--- config.mk ---
export PLATFORM = sky130hd
export DESIGN_NAME = ook_remote_switch_frame_encoder
export DESIGN_NICKNAME = d
export VERILOG_FILES = /design/src/sv/ookrs_pkg.sv /design/src/sv/ookrs_segment_decode.sv /design/src/sv/ook_remote_switch_frame_encoder.sv
export SDC_FILE = /design/constraint.sdc
export NUM_CORES = 1
export LEC_CHECK = 0
export BUFFER_PORTS_ARGS = -buffer_cell sky130_fd_sc_hd__buf_4
export CORE_UTILIZATION = 55
export DETAILED_ROUTE_END_ITERATION = 16
export GPL_ROUTABILITY_DRIVEN = 1
export PLACE_DENSITY_LB_ADDON = 0.2
export SYNTH_ARGS = -nofsm -noshare
export SYNTH_HDL_FRONTEND = slang
export SYNTH_SLANG_ARGS = --single-unit
--- constraint.sdc ---
create_clock -name clk -period 4.8 [get_ports clk]
set_clock_uncertainty 0.2 [all_clocks]
set_input_delay 0.48 -clock clk [delete_from_list [all_inputs] [get_ports clk]]
set_output_delay 0.48 -clock clk [all_outputs]
set_load 0.005 [all_outputs]
--- src/sv/ookrs_pkg.sv ---
// ----------------------------------------------------------------------------
// ookrs_pkg
// Shared types and constants of the on-off-keyed remote switch frame encoder:
// register indexes, item kinds, reset values and the segment descriptor.
// ----------------------------------------------------------------------------
package ookrs_pkg;

  localparam int CODE_BITS  = 5;
  localparam int UNIT_BITS  = 8;
  localparam int TICK_BITS  = 10;
  localparam int REP_BITS   = 4;
  localparam int INDEX_BITS = 3;

  typedef enum logic [INDEX_BITS-1:0] {
    REG_TICKS_PER_UNIT  = 3'd0,
    REG_FRAME_REPEATS   = 3'd1,
    REG_START_GAP_UNITS = 3'd2,
    REG_SHORT_UNITS     = 3'd3,
    REG_LONG_UNITS      = 3'd4,
    REG_END_GAP_UNITS   = 3'd5
  } reg_index_t;

  localparam logic KIND_SEND = 1'b0;
  localparam logic KIND_TICK = 1'b1;

  localparam logic [TICK_BITS-1:0] RST_TICKS_PER_UNIT  = 10'd113;
  localparam logic [REP_BITS-1:0]  RST_FRAME_REPEATS   = 4'd4;
  localparam logic [UNIT_BITS-1:0] RST_START_GAP_UNITS = 8'd16;
  localparam logic [UNIT_BITS-1:0] RST_SHORT_UNITS     = 8'd2;
  localparam logic [UNIT_BITS-1:0] RST_LONG_UNITS      = 8'd9;
  localparam logic [UNIT_BITS-1:0] RST_END_GAP_UNITS   = 8'd100;

  typedef struct packed {
    logic [TICK_BITS-1:0] ticks_per_unit;
    logic [REP_BITS-1:0]  frame_repeats;
    logic [UNIT_BITS-1:0] start_gap_units;
    logic [UNIT_BITS-1:0] short_units;
    logic [UNIT_BITS-1:0] long_units;
    logic [UNIT_BITS-1:0] end_gap_units;
  } cfg_regs_t;

  typedef struct packed {
    logic [UNIT_BITS-1:0] units;
    logic                 level;
  } seg_t;

endpackage

--- src/sv/ookrs_segment_decode.sv ---
// ----------------------------------------------------------------------------
// ookrs_segment_decode
// Maps a frame segment number to its length in base units and its pin level,
// skipping an empty start gap.
// ----------------------------------------------------------------------------
module ookrs_segment_decode
  import ookrs_pkg::*;
#(
  parameter int FIELD_BITS = 5,
  localparam int NUM_SYMBOLS  = 2 * FIELD_BITS + 2,
  localparam int END_HIGH_SEG = 4 * NUM_SYMBOLS + 1,
  localparam int END_LOW_SEG  = 4 * NUM_SYMBOLS + 2,
  localparam int SEG_W        = $clog2(END_LOW_SEG + 1),
  localparam int WORD_W       = 2 * FIELD_BITS + 1
) (
  input  cfg_regs_t          cfg,
  input  logic [SEG_W-1:0]   seg_req,
  input  logic [WORD_W-1:0]  frame_word,
  output logic [SEG_W-1:0]   seg_idx,
  output seg_t               seg
);

  localparam int SYM_W    = $clog2(NUM_SYMBOLS);
  localparam int SYM_SPAN = 1 << SYM_W;

  logic [SEG_W-1:0]     k;
  logic [1:0]           part;
  logic [SYM_W-1:0]     sym;
  logic [SYM_SPAN-1:0]  sym_bits;
  logic                 bit_v;
  logic [UNIT_BITS-1:0] sh;
  logic [UNIT_BITS-1:0] lg;
  logic [UNIT_BITS-1:0] eg;

  assign sh = (cfg.short_units == '0) ? UNIT_BITS'(1) : cfg.short_units;
  assign lg = (cfg.long_units == '0) ? UNIT_BITS'(1) : cfg.long_units;
  assign eg = (cfg.end_gap_units == '0) ? UNIT_BITS'(1) : cfg.end_gap_units;

  // symbol order: field bits, then command pair (~off, off)
  assign sym_bits = SYM_SPAN'({frame_word[2*FIELD_BITS], ~frame_word[2*FIELD_BITS],
                               frame_word[2*FIELD_BITS-1:0]});

  always_comb begin
    seg_idx = seg_req;
    if (seg_req == '0 && cfg.start_gap_units == '0) begin
      seg_idx = SEG_W'(1);
    end
    k     = seg_idx - SEG_W'(1);
    part  = k[1:0];
    sym   = k[SYM_W+1:2];
    bit_v = sym_bits[sym];

    if (seg_idx == '0) begin
      seg.level = 1'b0;
      seg.units = cfg.start_gap_units;
    end else if (seg_idx == SEG_W'(END_HIGH_SEG)) begin
      seg.level = 1'b1;
      seg.units = sh;
    end else if (seg_idx == SEG_W'(END_LOW_SEG)) begin
      seg.level = 1'b0;
      seg.units = eg;
    end else begin
      case (part)
        2'd0: begin
          seg.level = 1'b1;
          seg.units = sh;
        end
        2'd1: begin
          seg.level = 1'b0;
          seg.units = lg;
        end
        2'd2: begin
          seg.level = 1'b1;
          seg.units = bit_v ? sh : lg;
        end
        default: begin
          seg.level = 1'b0;
          seg.units = bit_v ? lg : sh;
        end
      endcase
    end
  end

endmodule

--- src/sv/ook_remote_switch_frame_encoder.sv ---
// ----------------------------------------------------------------------------
// ook_remote_switch_frame_encoder
// On-off-keyed remote switch frame encoder driving one transmitter pin level
// from a stream of send requests and time ticks.
// ----------------------------------------------------------------------------
// Every request on the input stream gives exactly one result request on the
// output stream. A request is either a send (unit code, device id, off flag)
// or one time tick; a send while a sequence runs is rejected and flagged.
// One request is taken per clock cycle when the output is not stalled. Each
// request passes the input register, then an update of the prescaler, unit
// counter and segment sequencer into the result register. Configuration
// writes are always accepted.
module ook_remote_switch_frame_encoder
  import ookrs_pkg::*;
#(
  parameter int FIELD_BITS = 5
) (
  input  logic                  clk,
  input  logic                  rst_n,

  input  logic                  in_tvalid,
  output logic                  in_tready,
  input  logic [15:0]           in_tdata,   // unit_code[4:0], device_id[9:5], switch_off[10]
  input  logic                  in_tuser,   // kind

  output logic                  out_tvalid,
  input  logic                  out_tready,
  output logic [7:0]            out_tdata,  // pin_level, busy_res, sequence_done, rejected

  input  logic                  cfg_valid,
  output logic                  cfg_ready,
  input  logic [INDEX_BITS-1:0] cfg_index,
  input  logic [TICK_BITS-1:0]  cfg_data
);

  localparam int NUM_SYMBOLS = 2 * FIELD_BITS + 2;
  localparam int END_LOW_SEG = 4 * NUM_SYMBOLS + 2;
  localparam int SEG_W       = $clog2(END_LOW_SEG + 1);
  localparam int WORD_W      = 2 * FIELD_BITS + 1;

  cfg_regs_t cfg_r;

  logic                 in_valid_r;
  logic                 in_kind_r;
  logic [CODE_BITS-1:0] in_unit_r;
  logic [CODE_BITS-1:0] in_dev_r;
  logic                 in_off_r;

  logic                 out_valid_r;
  logic [3:0]           out_flags_r;

  logic                 active_r, active_nxt;
  logic                 level_r, level_nxt;
  logic [SEG_W-1:0]     seg_r, seg_nxt;
  logic [TICK_BITS-1:0] presc_r, presc_nxt;
  logic [UNIT_BITS-1:0] units_r, units_nxt;
  logic [REP_BITS-1:0]  reps_r, reps_nxt;
  logic [WORD_W-1:0]    word_r, word_nxt;

  logic                 advance;
  logic                 proc;
  logic                 is_req;
  logic                 done;
  logic                 rej;
  logic [FIELD_BITS-1:0] unit_f;
  logic [FIELD_BITS-1:0] dev_f;
  logic [WORD_W-1:0]    new_word;
  logic [WORD_W-1:0]    word_sel;
  logic [SEG_W-1:0]     seg_req;
  logic [SEG_W-1:0]     seg_idx;
  seg_t                 seg;
  logic [TICK_BITS-1:0] tpu;
  logic [TICK_BITS-1:0] presc_inc;
  logic [UNIT_BITS-1:0] units_dec;
  logic [REP_BITS-1:0]  reps_dec;

  assign advance    = !out_valid_r || out_tready;
  assign in_tready  = !in_valid_r || advance;
  assign proc       = in_valid_r && advance;
  assign out_tvalid = out_valid_r;
  assign out_tdata  = {4'b0000, out_flags_r};
  assign cfg_ready  = 1'b1;

  // configuration registers
  always_ff @(posedge clk) begin
    if (!rst_n) begin
      cfg_r.ticks_per_unit  <= RST_TICKS_PER_UNIT;
      cfg_r.frame_repeats   <= RST_FRAME_REPEATS;
      cfg_r.start_gap_units <= RST_START_GAP_UNITS;
      cfg_r.short_units     <= RST_SHORT_UNITS;
      cfg_r.long_units      <= RST_LONG_UNITS;
      cfg_r.end_gap_units   <= RST_END_GAP_UNITS;
    end else if (cfg_valid && cfg_ready) begin
      case (cfg_index)
        REG_TICKS_PER_UNIT:  cfg_r.ticks_per_unit  <= cfg_data;
        REG_FRAME_REPEATS:   cfg_r.frame_repeats   <= cfg_data[REP_BITS-1:0];
        REG_START_GAP_UNITS: cfg_r.start_gap_units <= cfg_data[UNIT_BITS-1:0];
        REG_SHORT_UNITS:     cfg_r.short_units     <= cfg_data[UNIT_BITS-1:0];
        REG_LONG_UNITS:      cfg_r.long_units      <= cfg_data[UNIT_BITS-1:0];
        REG_END_GAP_UNITS:   cfg_r.end_gap_units   <= cfg_data[UNIT_BITS-1:0];
        default: ;
      endcase
    end
  end

  // input register
  always_ff @(posedge clk) begin
    if (!rst_n) begin
      in_valid_r <= 1'b0;
    end else if (in_tready) begin
      in_valid_r <= in_tvalid;
    end
  end

  always_ff @(posedge clk) begin
    if (in_tvalid && in_tready) begin
      in_kind_r <= in_tuser;
      in_unit_r <= in_tdata[4:0];
      in_dev_r  <= in_tdata[9:5];
      in_off_r  <= in_tdata[10];
    end
  end

  // codes fitted to the field width
  always_comb begin
    for (int i = 0; i < FIELD_BITS; i++) begin
      unit_f[i] = (i < CODE_BITS) ? in_unit_r[i % CODE_BITS] : 1'b0;
      dev_f[i]  = (i < CODE_BITS) ? in_dev_r[i % CODE_BITS] : 1'b0;
    end
  end

  assign new_word  = {in_off_r, dev_f, unit_f};
  assign is_req    = (in_kind_r == KIND_SEND);
  assign word_sel  = is_req ? new_word : word_r;
  assign seg_req   = (is_req || seg_r >= SEG_W'(END_LOW_SEG)) ? '0 : seg_r + SEG_W'(1);
  assign tpu       = (cfg_r.ticks_per_unit == '0) ? TICK_BITS'(1) : cfg_r.ticks_per_unit;
  assign presc_inc = presc_r + TICK_BITS'(1);
  assign units_dec = (units_r != '0) ? units_r - UNIT_BITS'(1) : '0;
  assign reps_dec  = (reps_r != '0) ? reps_r - REP_BITS'(1) : '0;

  ookrs_segment_decode #(
    .FIELD_BITS (FIELD_BITS)
  ) u_segment_decode (
    .cfg        (cfg_r),
    .seg_req    (seg_req),
    .frame_word (word_sel),
    .seg_idx    (seg_idx),
    .seg        (seg)
  );

  always_comb begin
    active_nxt = active_r;
    level_nxt  = level_r;
    seg_nxt    = seg_r;
    presc_nxt  = presc_r;
    units_nxt  = units_r;
    reps_nxt   = reps_r;
    word_nxt   = word_r;
    done       = 1'b0;
    rej        = 1'b0;
    if (proc) begin
      if (is_req) begin
        if (active_r) begin
          rej = 1'b1;
        end else begin
          word_nxt   = new_word;
          reps_nxt   = (cfg_r.frame_repeats == '0) ? REP_BITS'(1) : cfg_r.frame_repeats;
          presc_nxt  = '0;
          active_nxt = 1'b1;
          seg_nxt    = seg_idx;
          units_nxt  = seg.units;
          level_nxt  = seg.level;
        end
      end else if (active_r) begin
        presc_nxt = presc_inc;
        if (presc_inc >= tpu) begin
          presc_nxt = '0;
          units_nxt = units_dec;
          if (units_dec == '0) begin
            if (seg_r >= SEG_W'(END_LOW_SEG)) begin
              reps_nxt = reps_dec;
              if (reps_dec == '0) begin
                active_nxt = 1'b0;
                level_nxt  = 1'b0;
                seg_nxt    = '0;
                done       = 1'b1;
              end else begin
                seg_nxt   = seg_idx;
                units_nxt = seg.units;
                level_nxt = seg.level;
              end
            end else begin
              seg_nxt   = seg_idx;
              units_nxt = seg.units;
              level_nxt = seg.level;
            end
          end
        end
      end
    end
  end

  // sequencer state
  always_ff @(posedge clk) begin
    if (!rst_n) begin
      active_r <= 1'b0;
      level_r  <= 1'b0;
      seg_r    <= '0;
      presc_r  <= '0;
      units_r  <= '0;
      reps_r   <= '0;
      word_r   <= '0;
    end else begin
      active_r <= active_nxt;
      level_r  <= level_nxt;
      seg_r    <= seg_nxt;
      presc_r  <= presc_nxt;
      units_r  <= units_nxt;
      reps_r   <= reps_nxt;
      word_r   <= word_nxt;
    end
  end

  // result register
  always_ff @(posedge clk) begin
    if (!rst_n) begin
      out_valid_r <= 1'b0;
    end else if (advance) begin
      out_valid_r <= in_valid_r;
    end
  end

  always_ff @(posedge clk) begin
    if (proc) begin
      out_flags_r <= {rej, done, active_nxt, level_nxt};
    end
  end

  a_idle_pin_low : assert property (@(posedge clk) disable iff (!rst_n)
    !active_r |-> !level_r)
    else $error("pin high while no sequence is running");

  a_seg_range : assert property (@(posedge clk) disable iff (!rst_n)
    seg_r <= SEG_W'(END_LOW_SEG))
    else $error("segment number beyond end of frame");

  a_repeats_left : assert property (@(posedge clk) disable iff (!rst_n)
    active_r |-> reps_r != '0)
    else $error("sequence running with no frames left");

  a_reject_holds : assert property (@(posedge clk) disable iff (!rst_n)
    proc && is_req && active_r |=> $stable(word_r) && $stable(seg_r) && $stable(units_r))
    else $error("rejected send disturbed the running sequence");

  a_done_result : assert property (@(posedge clk) disable iff (!rst_n)
    proc && done |=> out_valid_r && out_flags_r[2] && !out_flags_r[1] && !out_flags_r[0])
    else $error("end of sequence result not idle and low");

endmodule

==> qor.tcl <==
set qor(report.final.slew_viol_count) 0
set qor(power_per_cell_area_nw_per_um2) 274
set qor(total_track_usage) 0.269
set qor(die_x_extent_um) 105
set qor(worst_slew_pin_slew_ns) 1.26
set qor(reg2reg_slack_ns) 0.50
set qor(number_of_global_route_vias_before_repair) 4813
set qor(gp_routability_congestion) 0.905
set qor(pre_cts_setup_slack_ns) 0.560
set qor(clock_tree_from_tritoncts) {built}
set qor(postCtsSetupBuffers) 0
set qor(setup_viol) 0
set qor(rsz_0062_raised_after_global_routing) {no}
set qor(fmax_mhz) 233
set qor(hpwl_um) 10500
set qor(initial_core_utilization) 0.567
set qor(fin_area_um2) 6350
set qor(synth.distinct_cells) 70
set qor(vias) 5260
set qor(timing.hold.ws_ns) 0.0640
set qor(core_region_um2) 10300
set qor(grt_pass1_wl_um) 23700
set qor(post_route_cells_drive_above_1_share) 0.100
set qor(areaGrowthSynthToFinish_pct) 9.02
set qor(netlist.area_leader.share) 0.306
set qor(clk_transition_reported_paths_ns) 0.10
set qor(yosys_warnings) 0
set qor(detail_route.drc_violations) 0
set qor(path_class) {register to register}
set qor(route.detailed.vias_per_inst) 5.89
set qor(insertion_delay_ns) 0.38
set qor(rr_startpoint) {seg_r[0]$_SDFFE_PN0P_}
set qor(largest_net_degree_at_the_start_of_global_routing) 70
set qor(fp.dieArea_um2) 11000
set qor(hold_path_depth) 1
set qor(power_frac_seq) 0.541
set qor(hold_viol) 0
set qor(ff2ff_path_depth) 12
set qor(number_of_synthesized_register_bits) 105
set qor(finalWorstSetupSlack_ns) 0.503
set qor(hold-path-endpoint) {dev_f[0]$_DFFE_PP_}
set qor(netlist_top_cells_area) {sky130_fd_sc_hd__dfxtp_1 (31%), sky130_fd_sc_hd__nand2_1 (9.2%), sky130_fd_sc_hd__edfxtp_1 (8.2%)}
set qor(post-synth-top-area-cell) {sky130_fd_sc_hd__dfxtp_1}
set qor(placement_rows) 37
set qor(antenna_cells_inserted) 0
set qor(synth-seq-area-share) 0.388
set qor(io_pins) 46
set qor(comb_power_share) 0.149
set qor(ctsHoldBuffers) 0
set qor(first_pass_iters) 7
set qor(io_buffers) 35
set qor(syn_area_per_cell_um2) 7.97
set qor(vdd.ir_drop.worst_v) 0.000139
set qor(setup.worst_path.end_class) {register}
set qor(power.switching_mw) 0.492
set qor(drt-total-wl_um) 14300
set qor(global_route.overflow_total) 0
set qor(power.share.switching) 0.283
set qor(synth-async-reset-ratio) 0
set qor(max_slew_margin) 0.154
set qor(cts_root_buffer) {sky130_fd_sc_hd__clkbuf_8}
set qor(cts.repair.resized) 0
set qor(fin_crit_sh) 0.895
set qor(worst_ep_arrival_time_ns) 4.34
set qor(period_minus_slack_ns) 4.30
set qor(outcome) {finished, final reports clean}
set qor(number_of_antenna_violations_at_the_first_check_in_global_routing) 0
set qor(cts-root-to-sink-buffers) 2
set qor(p_leak_nw) 2.47
set qor(power.share.clock) 0.310
set qor(clock-sinks) 105
set qor(min_path_type) {primary input to register}
set qor(timing.setup.tns_ns) 0
set qor(synth_edf_count) 16
set qor(number_of_nets_still_failing_antenna_checks_after_routing) 0
set qor(drtIter0Drc) 386
set qor(finished_core_util) 0.618
set qor(final_nets) 804
set qor(num-fill-cells) 899
set qor(htreeDepth) 3
set qor(synthesis.instances) 731
set qor(average_routed_wire_per_standard_cell_um) 16.0
set qor(cts-buffers-inserted) 9
set qor(critical_path.reg2reg.endpoint) {units_r[6]$_SDFFE_PN0P_}
set qor(die_height_um) 105
set qor(power.internal_mw) 1.25
set qor(ys.flop_type) {sky130_fd_sc_hd__dfxtp_1}
set qor(crit_required_ns) 4.85
set qor(hold_start) {in_tdata[5]}
set qor(critical_path_peak_fanout) 10
set qor(max_cap_violations) 0
set qor(start_kind) {register}
set qor(netlist_area_um2) 5820
set qor(placedInstanceArea_um2) 6160
worst max path at each step:
| stage | start | to | slack, ns | cells after the start |
|---|---|---|---|---|
| after floorplan | seg_r[0]$_SDFFE_PN0P_ | units_r[7]$_SDFFE_PN0P_ | 0.89 | 13 |
| after global placement | seg_r[0]$_SDFFE_PN0P_ | units_r[7]$_SDFFE_PN0P_ | 0.62 | 12 |
| after detailed placement | seg_r[0]$_SDFFE_PN0P_ | units_r[7]$_SDFFE_PN0P_ | 0.56 | 12 |
| after CTS | seg_r[0]$_SDFFE_PN0P_ | units_r[7]$_SDFFE_PN0P_ | 0.54 | 12 |
| after global routing | seg_r[0]$_SDFFE_PN0P_ | units_r[2]$_SDFFE_PN0P_ | 0.20 | 12 |
| final | seg_r[0]$_SDFFE_PN0P_ | units_r[6]$_SDFFE_PN0P_ | 0.50 | 12 |
worst max-delay path, stage by stage, from the launching register on:
cell and delay (ns):
sky130_fd_sc_hd__dfxtp_1 0.52, sky130_fd_sc_hd__inv_1 0.10, sky130_fd_sc_hd__ha_1 0.22, sky130_fd_sc_hd__or4_4 0.44, sky130_fd_sc_hd__a21oi_4 0.30, sky130_fd_sc_hd__mux2_2 0.44
sky130_fd_sc_hd__a2111oi_0 0.40, sky130_fd_sc_hd__o22ai_1 0.15, sky130_fd_sc_hd__a311o_1 0.39, sky130_fd_sc_hd__a31oi_4 0.29, sky130_fd_sc_hd__mux2_4 0.38, sky130_fd_sc_hd__mux2i_1 0.20
sky130_fd_sc_hd__a41oi_1 0.13
layer usage:
metal  track usage  routed length [um]  up-vias
li1              -                   -     2622
met1         0.378                6610     2461
met2         0.428                6710      155
met3        0.0343                 775       22
met4        0.0845                 227        0
met5             0                   0        -
layout by cell type (no fill, tap or decap), types with 3 or more instances in the layout:
master                     netlist  layout
sky130_fd_sc_hd__nand2_1       143     143
sky130_fd_sc_hd__dfxtp_1        89      89
sky130_fd_sc_hd__a21oi_1        74      74
sky130_fd_sc_hd__nor2_1         71      71
sky130_fd_sc_hd__buf_4           5      42
sky130_fd_sc_hd__o21ai_0        25      25
sky130_fd_sc_hd__nand3_1        23      23
sky130_fd_sc_hd__nor3_1         23      23
sky130_fd_sc_hd__mux2i_1        22      22
sky130_fd_sc_hd__inv_1          18      18
sky130_fd_sc_hd__ha_1           17      17
sky130_fd_sc_hd__edfxtp_1       16      16
sky130_fd_sc_hd__and3_1         11      11
sky130_fd_sc_hd__clkbuf_8        0      11
sky130_fd_sc_hd__xor2_1         10      10
sky130_fd_sc_hd__nand2b_1       10      10
sky130_fd_sc_hd__o211ai_1       10      10
sky130_fd_sc_hd__a22oi_1        10      10
sky130_fd_sc_hd__nor4_1          9       9
sky130_fd_sc_hd__and2_1          7       7
sky130_fd_sc_hd__xnor2_1         6       6
sky130_fd_sc_hd__or3_1           6       6
sky130_fd_sc_hd__mux2_2          6       6
sky130_fd_sc_hd__o221ai_1        6       6
sky130_fd_sc_hd__o21a_1          6       6
sky130_fd_sc_hd__nor2b_1         5       5
sky130_fd_sc_hd__a21o_1          5       5
sky130_fd_sc_hd__conb_1          2       5
sky130_fd_sc_hd__o31ai_1         4       4
sky130_fd_sc_hd__o22ai_1         4       4
sky130_fd_sc_hd__o21ai_1         4       4
sky130_fd_sc_hd__nand3b_1        3       3
sky130_fd_sc_hd__a211oi_1        3       3
sky130_fd_sc_hd__nor3b_1         3       3
sky130_fd_sc_hd__or2_2           3       3
stage by stage:
step | power, mW | instances
after detailed placement | 1.21 | 877
final | 1.74 | 893
after global placement | 1.21 | 877
after floorplan | 1.13 | 734
after global routing | 1.81 | 893
after CTS | 1.74 | 893
cell usage after synthesis (all sizes together) (4+ instances only):
cell type / n
a21o: 5
a21oi: 75
a22oi: 10
and2: 9
and3: 11
buf: 10
clkbuf: 25
dfxtp: 89
edfxtp: 16
ha: 17
inv: 18
mux2: 7
mux2i: 22
nand2: 143
nand2b: 10
nand3: 23
nor2: 71
nor2b: 5
nor3: 25
nor4: 9
o211ai: 10
o21a: 6
o21ai: 29
o221ai: 6
o22ai: 4
o31ai: 4
or3: 6
xnor2: 6
xor2: 10
cell type report:
cell class,count,area (um2),share of cell area
Clock buffer,12,155,0.0244
Tap cell,136,170,0.0268
Inverter,19,71.3,0.0112
Timing Repair Buffer,42,315,0.0497
Multi-Input combinational cell,575,3340,0.526
Clock inverter,4,33.8,0.00532
Sequential cell,105,2260,0.356
flip-flops by register name, indices dropped and copies added (netlist names), 4 cells and up:
register / cells
dev_f: 5
presc_r: 10
seg_r: 6
out_flags_r: 4
reps_r: 4
cfg_r: 46
units_r: 8
in_unit_r: 5
word_r: 11
kinds of logic (layout without fill, tap and decap cells):
group / count (synthesis) / after routing / share of synthesized area
mux: 29 / 29 / 0.0520
xor+xnor: 16 / 16 / 0.0241
flops: 105 / 105 / 0.388
buf+inv: 54 / 77 / 0.0397
other cells: 2 / 5 / 0.00129
compound gates: 181 / 181 / 0.203
simple gates: 327 / 327 / 0.255
fa+ha+maj: 17 / 17 / 0.0365
power groups by stage:
| stage | Combinational, mW | Sequential, mW | Clock (mW) |
|---|---|---|---|
| after global routing | 0.286 | 0.944 | 0.582 |
| after CTS | 0.256 | 0.940 | 0.547 |
| after floorplan | 0.180 | 0.953 | 0 |
| after detailed placement | 0.255 | 0.960 | 0 |
| after global placement | 0.248 | 0.959 | 0 |
| final | 0.259 | 0.940 | 0.538 |
Note: power is estimated with default switching activity, not from simulation.
